$ cat config.mk
export PLATFORM = sky130hd
export DESIGN_NAME = sdc_ctrl
export DESIGN_NICKNAME = d
export VERILOG_FILES = /design/src/rtl/sdc_pkg.sv /design/src/rtl/sdc_ctrl.sv
export SDC_FILE = /design/constraint.sdc
export NUM_CORES = 1
export LEC_CHECK = 0
export ABC_AREA = 1
export ABC_CLOCK_PERIOD_IN_PS = 2700
export BUFFER_PORTS_ARGS = -buffer_cell sky130_fd_sc_hd__clkbuf_2
export CORE_UTILIZATION = 38
export CTS_BUF_LIST = sky130_fd_sc_hd__clkbuf_4 sky130_fd_sc_hd__clkbuf_8
export CTS_CLUSTER_DIAMETER = 80
export DETAILED_ROUTE_END_ITERATION = 8
export GPL_TIMING_DRIVEN = 1
export PLACE_DENSITY = 0.72
export SLEW_MARGIN = 30
export SYNTH_ARGS = -nofsm -noshare
export SYNTH_HDL_FRONTEND = slang
export SYNTH_SLANG_ARGS = --single-unit
$ cat constraint.sdc
create_clock -name clk -period 2.7 [get_ports clk]
set_input_delay 0.27 -clock clk [delete_from_list [all_inputs] [get_ports clk]]
set_output_delay 0.27 -clock clk [all_outputs]
set_load 0.1 [all_outputs]
$ cat src/rtl/sdc_pkg.sv
// ----------------------------------------------------------------------------
// Sector disk controller package
// Shared codes, controller states and the command/status bundles that join
// the controller to the datapath.
// ----------------------------------------------------------------------------
package sdc_pkg;

  // Bus item codes
  typedef enum logic [2:0] {
    CMD_TICK      = 3'd0,
    CMD_REG_READ  = 3'd1,
    CMD_REG_WRITE = 3'd2,
    CMD_MEM_DATA  = 3'd3,
    CMD_IRQ_CLEAR = 3'd4
  } cmd_e;

  // Register map
  typedef enum logic [1:0] {
    REG_CMD    = 2'd0,
    REG_SECTOR = 2'd1,
    REG_BUFFER = 2'd2,
    REG_STATUS = 2'd3
  } reg_e;

  // Disk command register values that move data
  localparam logic [31:0] DISK_READ  = 32'd1;
  localparam logic [31:0] DISK_WRITE = 32'd2;

  localparam logic [15:0] BUSY_CYCLES_RESET = 16'd1025;

  typedef enum logic [2:0] {
    ST_CLEAR,
    ST_IDLE,
    ST_COUNT,
    ST_XFER,
    ST_AWAIT
  } state_e;

  // Controller to datapath
  typedef struct packed {
    logic accept;
    logic clear_step;
    logic wr_cmd;
    logic wr_sector;
    logic wr_buffer;
    logic start;
    logic count_dec;
    logic idx_clr;
    logic idx_inc;
    logic store_rd;
    logic store_wr;
    logic req_wr;
    logic req_rd;
    logic irq_set;
    logic irq_clr;
    logic reg_read;
    logic busy_now;
    logic busy_after;
  } ctrl_t;

  // Datapath to controller
  typedef struct packed {
    logic clear_done;
    logic res_hold;
    logic count_gt1;
    logic cmd_read;
    logic cmd_rw;
    logic sector_ok;
    logic xfer_end;
    logic wval_nz;
  } stat_t;

endpackage

$ cat src/rtl/sdc_ctrl.sv
// ----------------------------------------------------------------------------
// Sector disk controller state machine
// Decodes bus items against the disk state and issues datapath commands.
// ----------------------------------------------------------------------------
module sdc_ctrl
  import sdc_pkg::*;
(
  input  logic       clk,
  input  logic       rst,
  input  logic       in_valid,
  input  logic [2:0] command,
  input  logic [1:0] reg_index,
  input  stat_t      stat,
  output logic       in_stall,
  output ctrl_t      ctrl
);

  state_e state;
  state_e state_next;
  logic   accept;

  always_ff @(posedge clk) begin
    if (rst) begin
      state <= ST_CLEAR;
    end else begin
      state <= state_next;
    end
  end

  always_comb begin
    ctrl            = '0;
    state_next      = state;
    in_stall        = (state == ST_CLEAR) || stat.res_hold;
    accept          = in_valid && !in_stall;
    ctrl.accept     = accept;
    ctrl.clear_step = (state == ST_CLEAR);
    ctrl.busy_now   = state inside {ST_COUNT, ST_XFER, ST_AWAIT};

    if (state == ST_CLEAR) begin
      if (stat.clear_done) begin
        state_next = ST_IDLE;
      end
    end else if (accept) begin
      case (command)
        CMD_TICK: begin
          case (state)
            ST_COUNT: begin
              if (stat.count_gt1) begin
                ctrl.count_dec = 1'b1;
              end else if (stat.cmd_rw) begin
                ctrl.idx_clr = 1'b1;
                if (stat.sector_ok) begin
                  state_next = ST_XFER;
                end else begin
                  ctrl.irq_set = 1'b1;
                  state_next   = ST_IDLE;
                end
              end else begin
                state_next = ST_IDLE;
              end
            end
            ST_XFER: begin
              if (stat.xfer_end) begin
                ctrl.irq_set = 1'b1;
                ctrl.idx_clr = 1'b1;
                state_next   = ST_IDLE;
              end else if (stat.cmd_read) begin
                ctrl.req_wr   = 1'b1;
                ctrl.store_rd = 1'b1;
                ctrl.idx_inc  = 1'b1;
              end else begin
                ctrl.req_rd = 1'b1;
                state_next  = ST_AWAIT;
              end
            end
            default: ;
          endcase
        end
        CMD_REG_READ: begin
          ctrl.reg_read = 1'b1;
        end
        CMD_REG_WRITE: begin
          if (state == ST_IDLE) begin
            case (reg_index)
              REG_CMD: begin
                ctrl.wr_cmd = 1'b1;
                if (stat.wval_nz) begin
                  ctrl.start = 1'b1;
                  state_next = ST_COUNT;
                end
              end
              REG_SECTOR: ctrl.wr_sector = 1'b1;
              REG_BUFFER: ctrl.wr_buffer = 1'b1;
              default: ;
            endcase
          end
        end
        CMD_MEM_DATA: begin
          if (state == ST_AWAIT) begin
            ctrl.store_wr = 1'b1;
            ctrl.idx_inc  = 1'b1;
            state_next    = ST_XFER;
          end
        end
        CMD_IRQ_CLEAR: begin
          ctrl.irq_clr = 1'b1;
        end
        default: ;
      endcase
    end

    ctrl.busy_after = state_next inside {ST_COUNT, ST_XFER, ST_AWAIT};
  end

endmodule

# Word-level counts from Yosys, hierarchy flattened
# Index checks and enable logic that the tools add are counted.
# word_totals
ff_bits	3
out_inout_bits	19
# op_classes
eq_ne	13
muxes	48
n_reduce_logical	8
# op_table
cell	count
2-to-1 mux 3 bit	11
2-to-1 mux 14 bit	2
2-to-1 mux 1 bit	20
equality test 3 x 2 -> 1 bit (second input constant)	6
2-to-1 mux 2 bit	8
equality test 3 bit (second input constant)	3
case mux 3 bit (3 select lines)	1
2-to-1 mux 4 bit	2
equality test 3 x 1 -> 1 bit (second input constant)	2
zero test 3 bit	2
case mux 1 bit (2 select lines)	3
case mux 3 bit (2 select lines)	1
nonzero test 3 bit	2
equality test 2 x 1 -> 1 bit (second input constant)	1
equality test 2 bit (second input constant)	1
zero test 2 bit	1
logical AND 1 bit	1
zero test 1 bit	1
logical OR 1 bit	1

# Depth between registers and ports, before layout
# logic_depth
ltp_word	9
depth_mapped	10

# Least setup slack after synthesis
# OpenSTA, ideal clock, no wires.
# synth_timing
path_type	register to output
startpoint	register state[0]
endpoint	output ctrl[15] (netlist bit)
t_arrival_ns	3.638
required_ns	2.430
slack_ns	-1.208
stages_incl_launch_ff	5
cell_sequence	dfxtp_1 inv_2 nor3_1 inv_1 nor4_1
# synth_lines
element	line_no	text
start: declaration	sdc_ctrl.sv:18	state_e state;
start signal: assignment	sdc_ctrl.sv:26	state <= state_next;
end: declaration	sdc_ctrl.sv:15	output ctrl_t ctrl

==> summary.txt <==
Finish
  – Max reg flops: 3
  – Largest registers: state (3)
  – Ant diodes: 0
  – P&R area growth vs syn: 37.4%
  – Post-route cell area: 808 µm²
  – Finished Layout Cells: 165
  – Final design utilization: 59.2%
  – Fraction of layout cells with a size suffix above 1: 37.3%
  – Reg with most FFs: state
  – Fillcell total: 155
  – Nets: 167

Synth
  – Cell variety after synth: 21
  – Simple-gate portion of the synthesized area: 62.3%
  – Seq/Total Area, Yosys: 10.2%
  – Proportion of synthesized area in mux cells: 0%
  – Adder-Cell Fraction of Synth Area: 0%
  – Syn nets: 131
  – Avg Inst Size Synth: 5.11 µm²
  – Cell count after synthesis: 115
  – Post-Synth XOR/XNOR Area: 0%
  – Synth warn: 0
  – Mapped Area: 588 µm²
  – Synth Area in Compound Gates: 10.6%
  – Largest family of logic cells by synthesized area: simple AND/OR/NAND/NOR gates
  – #FFs+latches synth: 3

Power
  – Reg power frac: 22.3%
  – Overall power: 216 µW
  – Sw frac: 38.7%
  – PwrDens: 267 mW/mm²
  – Peak VDD IR: 0.288 mV
  – Combinational Power Share: 37.3%
  – Leakage power: 0.000459 µW
  – Clock power frac: 40.3%
  – Psw: 83.5 µW
  – Cell-internal power: 132 µW

Drt
  – First-pass detailed-route iteration total: 4
  – DR iter-0 viols: 31
  – DRC: 0
  – Drt total wl: 1590 µm
  – Drt wl/cell: 9.65 µm
  – Vias per inst: 4.86
  – Final ANT Viol Nets: 0
  – Via count: 802

Worst setup path
  – CP arrival: 2.08 ns
  – Maximum fanout along the worst path: 10
  – WP buf/inv: 2
  – CP Data Required Time: 2.43 ns
  – Largest delay share family, worst path: simple AND/OR/NAND/NOR gates
  – Crit-path slowest cell: dfxtp_1
  – Critical Path Start Type: flip-flop
  – Crit path cell chain: inv_2, nand2_4, nand3_4, nor2_4, nand2_2, nand2_2, nand2_2, a21oi_2, nand2_1, nand2_1, clkbuf_2
  – CP dominant cell by count: nand2_2
  – Critical path capture point type: output port
  – Max incr delay on CP: 0.46 ns
  – CP Class: reg2out

Clocking
  – Post CTS Setup Buffer Count: 0
  – Skew-Pair Late Insertion Delay: 0.23 ns
  – H-Tree Level Count: 1
  – Cts repair resizes: 0
  – Clock tree buffer depth: 2
  – Root Driver: clkbuf_4
  – Number of CTS-inserted buffers: 3
  – CTS tree: yes
  – Clock tree sinks: 3
  – CTS Hold Buffers Added: 0
  – Clock-pin slew on the worst setup and hold paths: 0.04 ns

Timing
  – Layout Skew: 0.00328 ns
  – Setup Viol. Count Final: 0
  – Hold Violations, Final: 0
  – Tightest Pin Transition: 0.544 ns
  – Pins Over Slew Limit: 0
  – Setup TNS: 0 ns
  – Rel. slew slack: 63.9%
  – RSZ-0062 raised after global routing: false
  – Post-layout min period: 2.35 ns
  – Fin crit share: 87.0%
  – Fmax: 426 MHz

Floorplan
  – Cell Rows: 13
  – Die height: 41.3 µm
  – Chip Width: 41.3 µm
  – Total die area: 0.00171 mm²
  – Starting Density: 43.0%
  – Top Ports: 35
  – Core ar.: 0.00137 mm²

Placement
  – Cells after DPL: 161
  – GP Congestion: 0.930
  – DPL Wire Length: 1290 µm
  – IO buf count: 34
  – DP Area: 778 µm²

Global route
  – GRT Total Usage: 20.9%
  – Vias in the first global route: 607
  – Congestion Overflow GR: 0
  – Initial antenna violation count: 0
  – Largest net degree at the start of global routing: 11
  – First-pass GRT wire length: 2400 µm

Min path
  – Worst hold path type: in2reg

Status
  – Status: completed

Job
  – Maxcap violations: 0
[worst paths after layout]
check           start  depth (start not counted)  slack (ns)       end
max          state[2]                         11        0.35   ctrl[0]
min               rst                          2        0.24  state[0]
max reg2reg  state[2]                          7        1.28  state[0]
min reg2reg  state[1]                          2        0.57  state[1]
[logic make-up after synthesis]
kind of cell | Yosys count
compound gates | 10
buf+inv | 24
flops | 3
simple gates | 78
[through the flow]
stage               hold WS (ns)  setup WS [ns]
finish                     0.236          0.350
global route               0.239          0.236
detailed placement         0.470          0.593
CTS                        0.231          0.330
floorplan                  0.339        -0.0593
global placement           0.468          0.581
[cells in the mapped netlist]
master | number | share of area, %
nand2_2 | 3 | 3.2
nand3_4 | 1 | 3.0
nor2_1 | 23 | 15
inv_2 | 3 | 1.9
nand4_1 | 3 | 3.2
nand2_1 | 26 | 17
and3_1 | 1 | 1.1
a21oi_2 | 3 | 4.5
or2_2 | 1 | 1.1
o22ai_1 | 1 | 1.1
nor2_4 | 1 | 1.9
buf_2 | 1 | 0.85
nor3_1 | 2 | 1.7
dfxtp_1 | 3 | 10
nand3_1 | 14 | 12
a21oi_1 | 3 | 2.6
inv_1 | 18 | 11
nand2_4 | 1 | 1.9
o21ai_0 | 3 | 2.6
buf_4 | 2 | 2.6
nor4_1 | 2 | 2.1
[power groups by stage]
stage | Clock (µW) | Sequential [µW] | Combinational [µW]
detailed placement | 0 | 48.8 | 80.0
finish | 87.1 | 48.2 | 80.5
global route | 93.0 | 48.6 | 88.2
CTS | 89.2 | 48.2 | 80.4
floorplan | 0 | 48.4 | 58.8
global placement | 0 | 48.6 | 80.1
[layout by cell type, fill, tap and decap left out, types with 2 or more instances in the layout]
cell type / n
dfxtp_1: 3
nor2_1: 22
nand4_1: 3
inv_2: 3
o21ai_0: 3
inv_1: 18
a21oi_1: 3
nand3_1: 14
a21oi_2: 3
nor4_2: 2
nand2_1: 26
clkbuf_4: 4
nand2_2: 3
clkbuf_2: 34
[final cells by class]
cell class	count	area, µm²	share of cell area, %
timing repair buffer	34	170	21.1
inverter	21	78.8	9.75
clock buffer	4	30.0	3.72
sequential	3	60.1	7.43
tap	15	18.8	2.32
multi-input combinational	88	450	55.7
[layer usage]
layer | vias to the layer above | share of wire (%) | track usage [%]
li1 | 436 | - | -
met5 | - | 0 | 0
met1 | 335 | 46 | 29.2
met4 | 0 | 0 | 4.84
met2 | 31 | 47 | 34.8
met3 | 0 | 7.4 | 1.60
No activity file was read; power rests on OpenSTA's default activity.
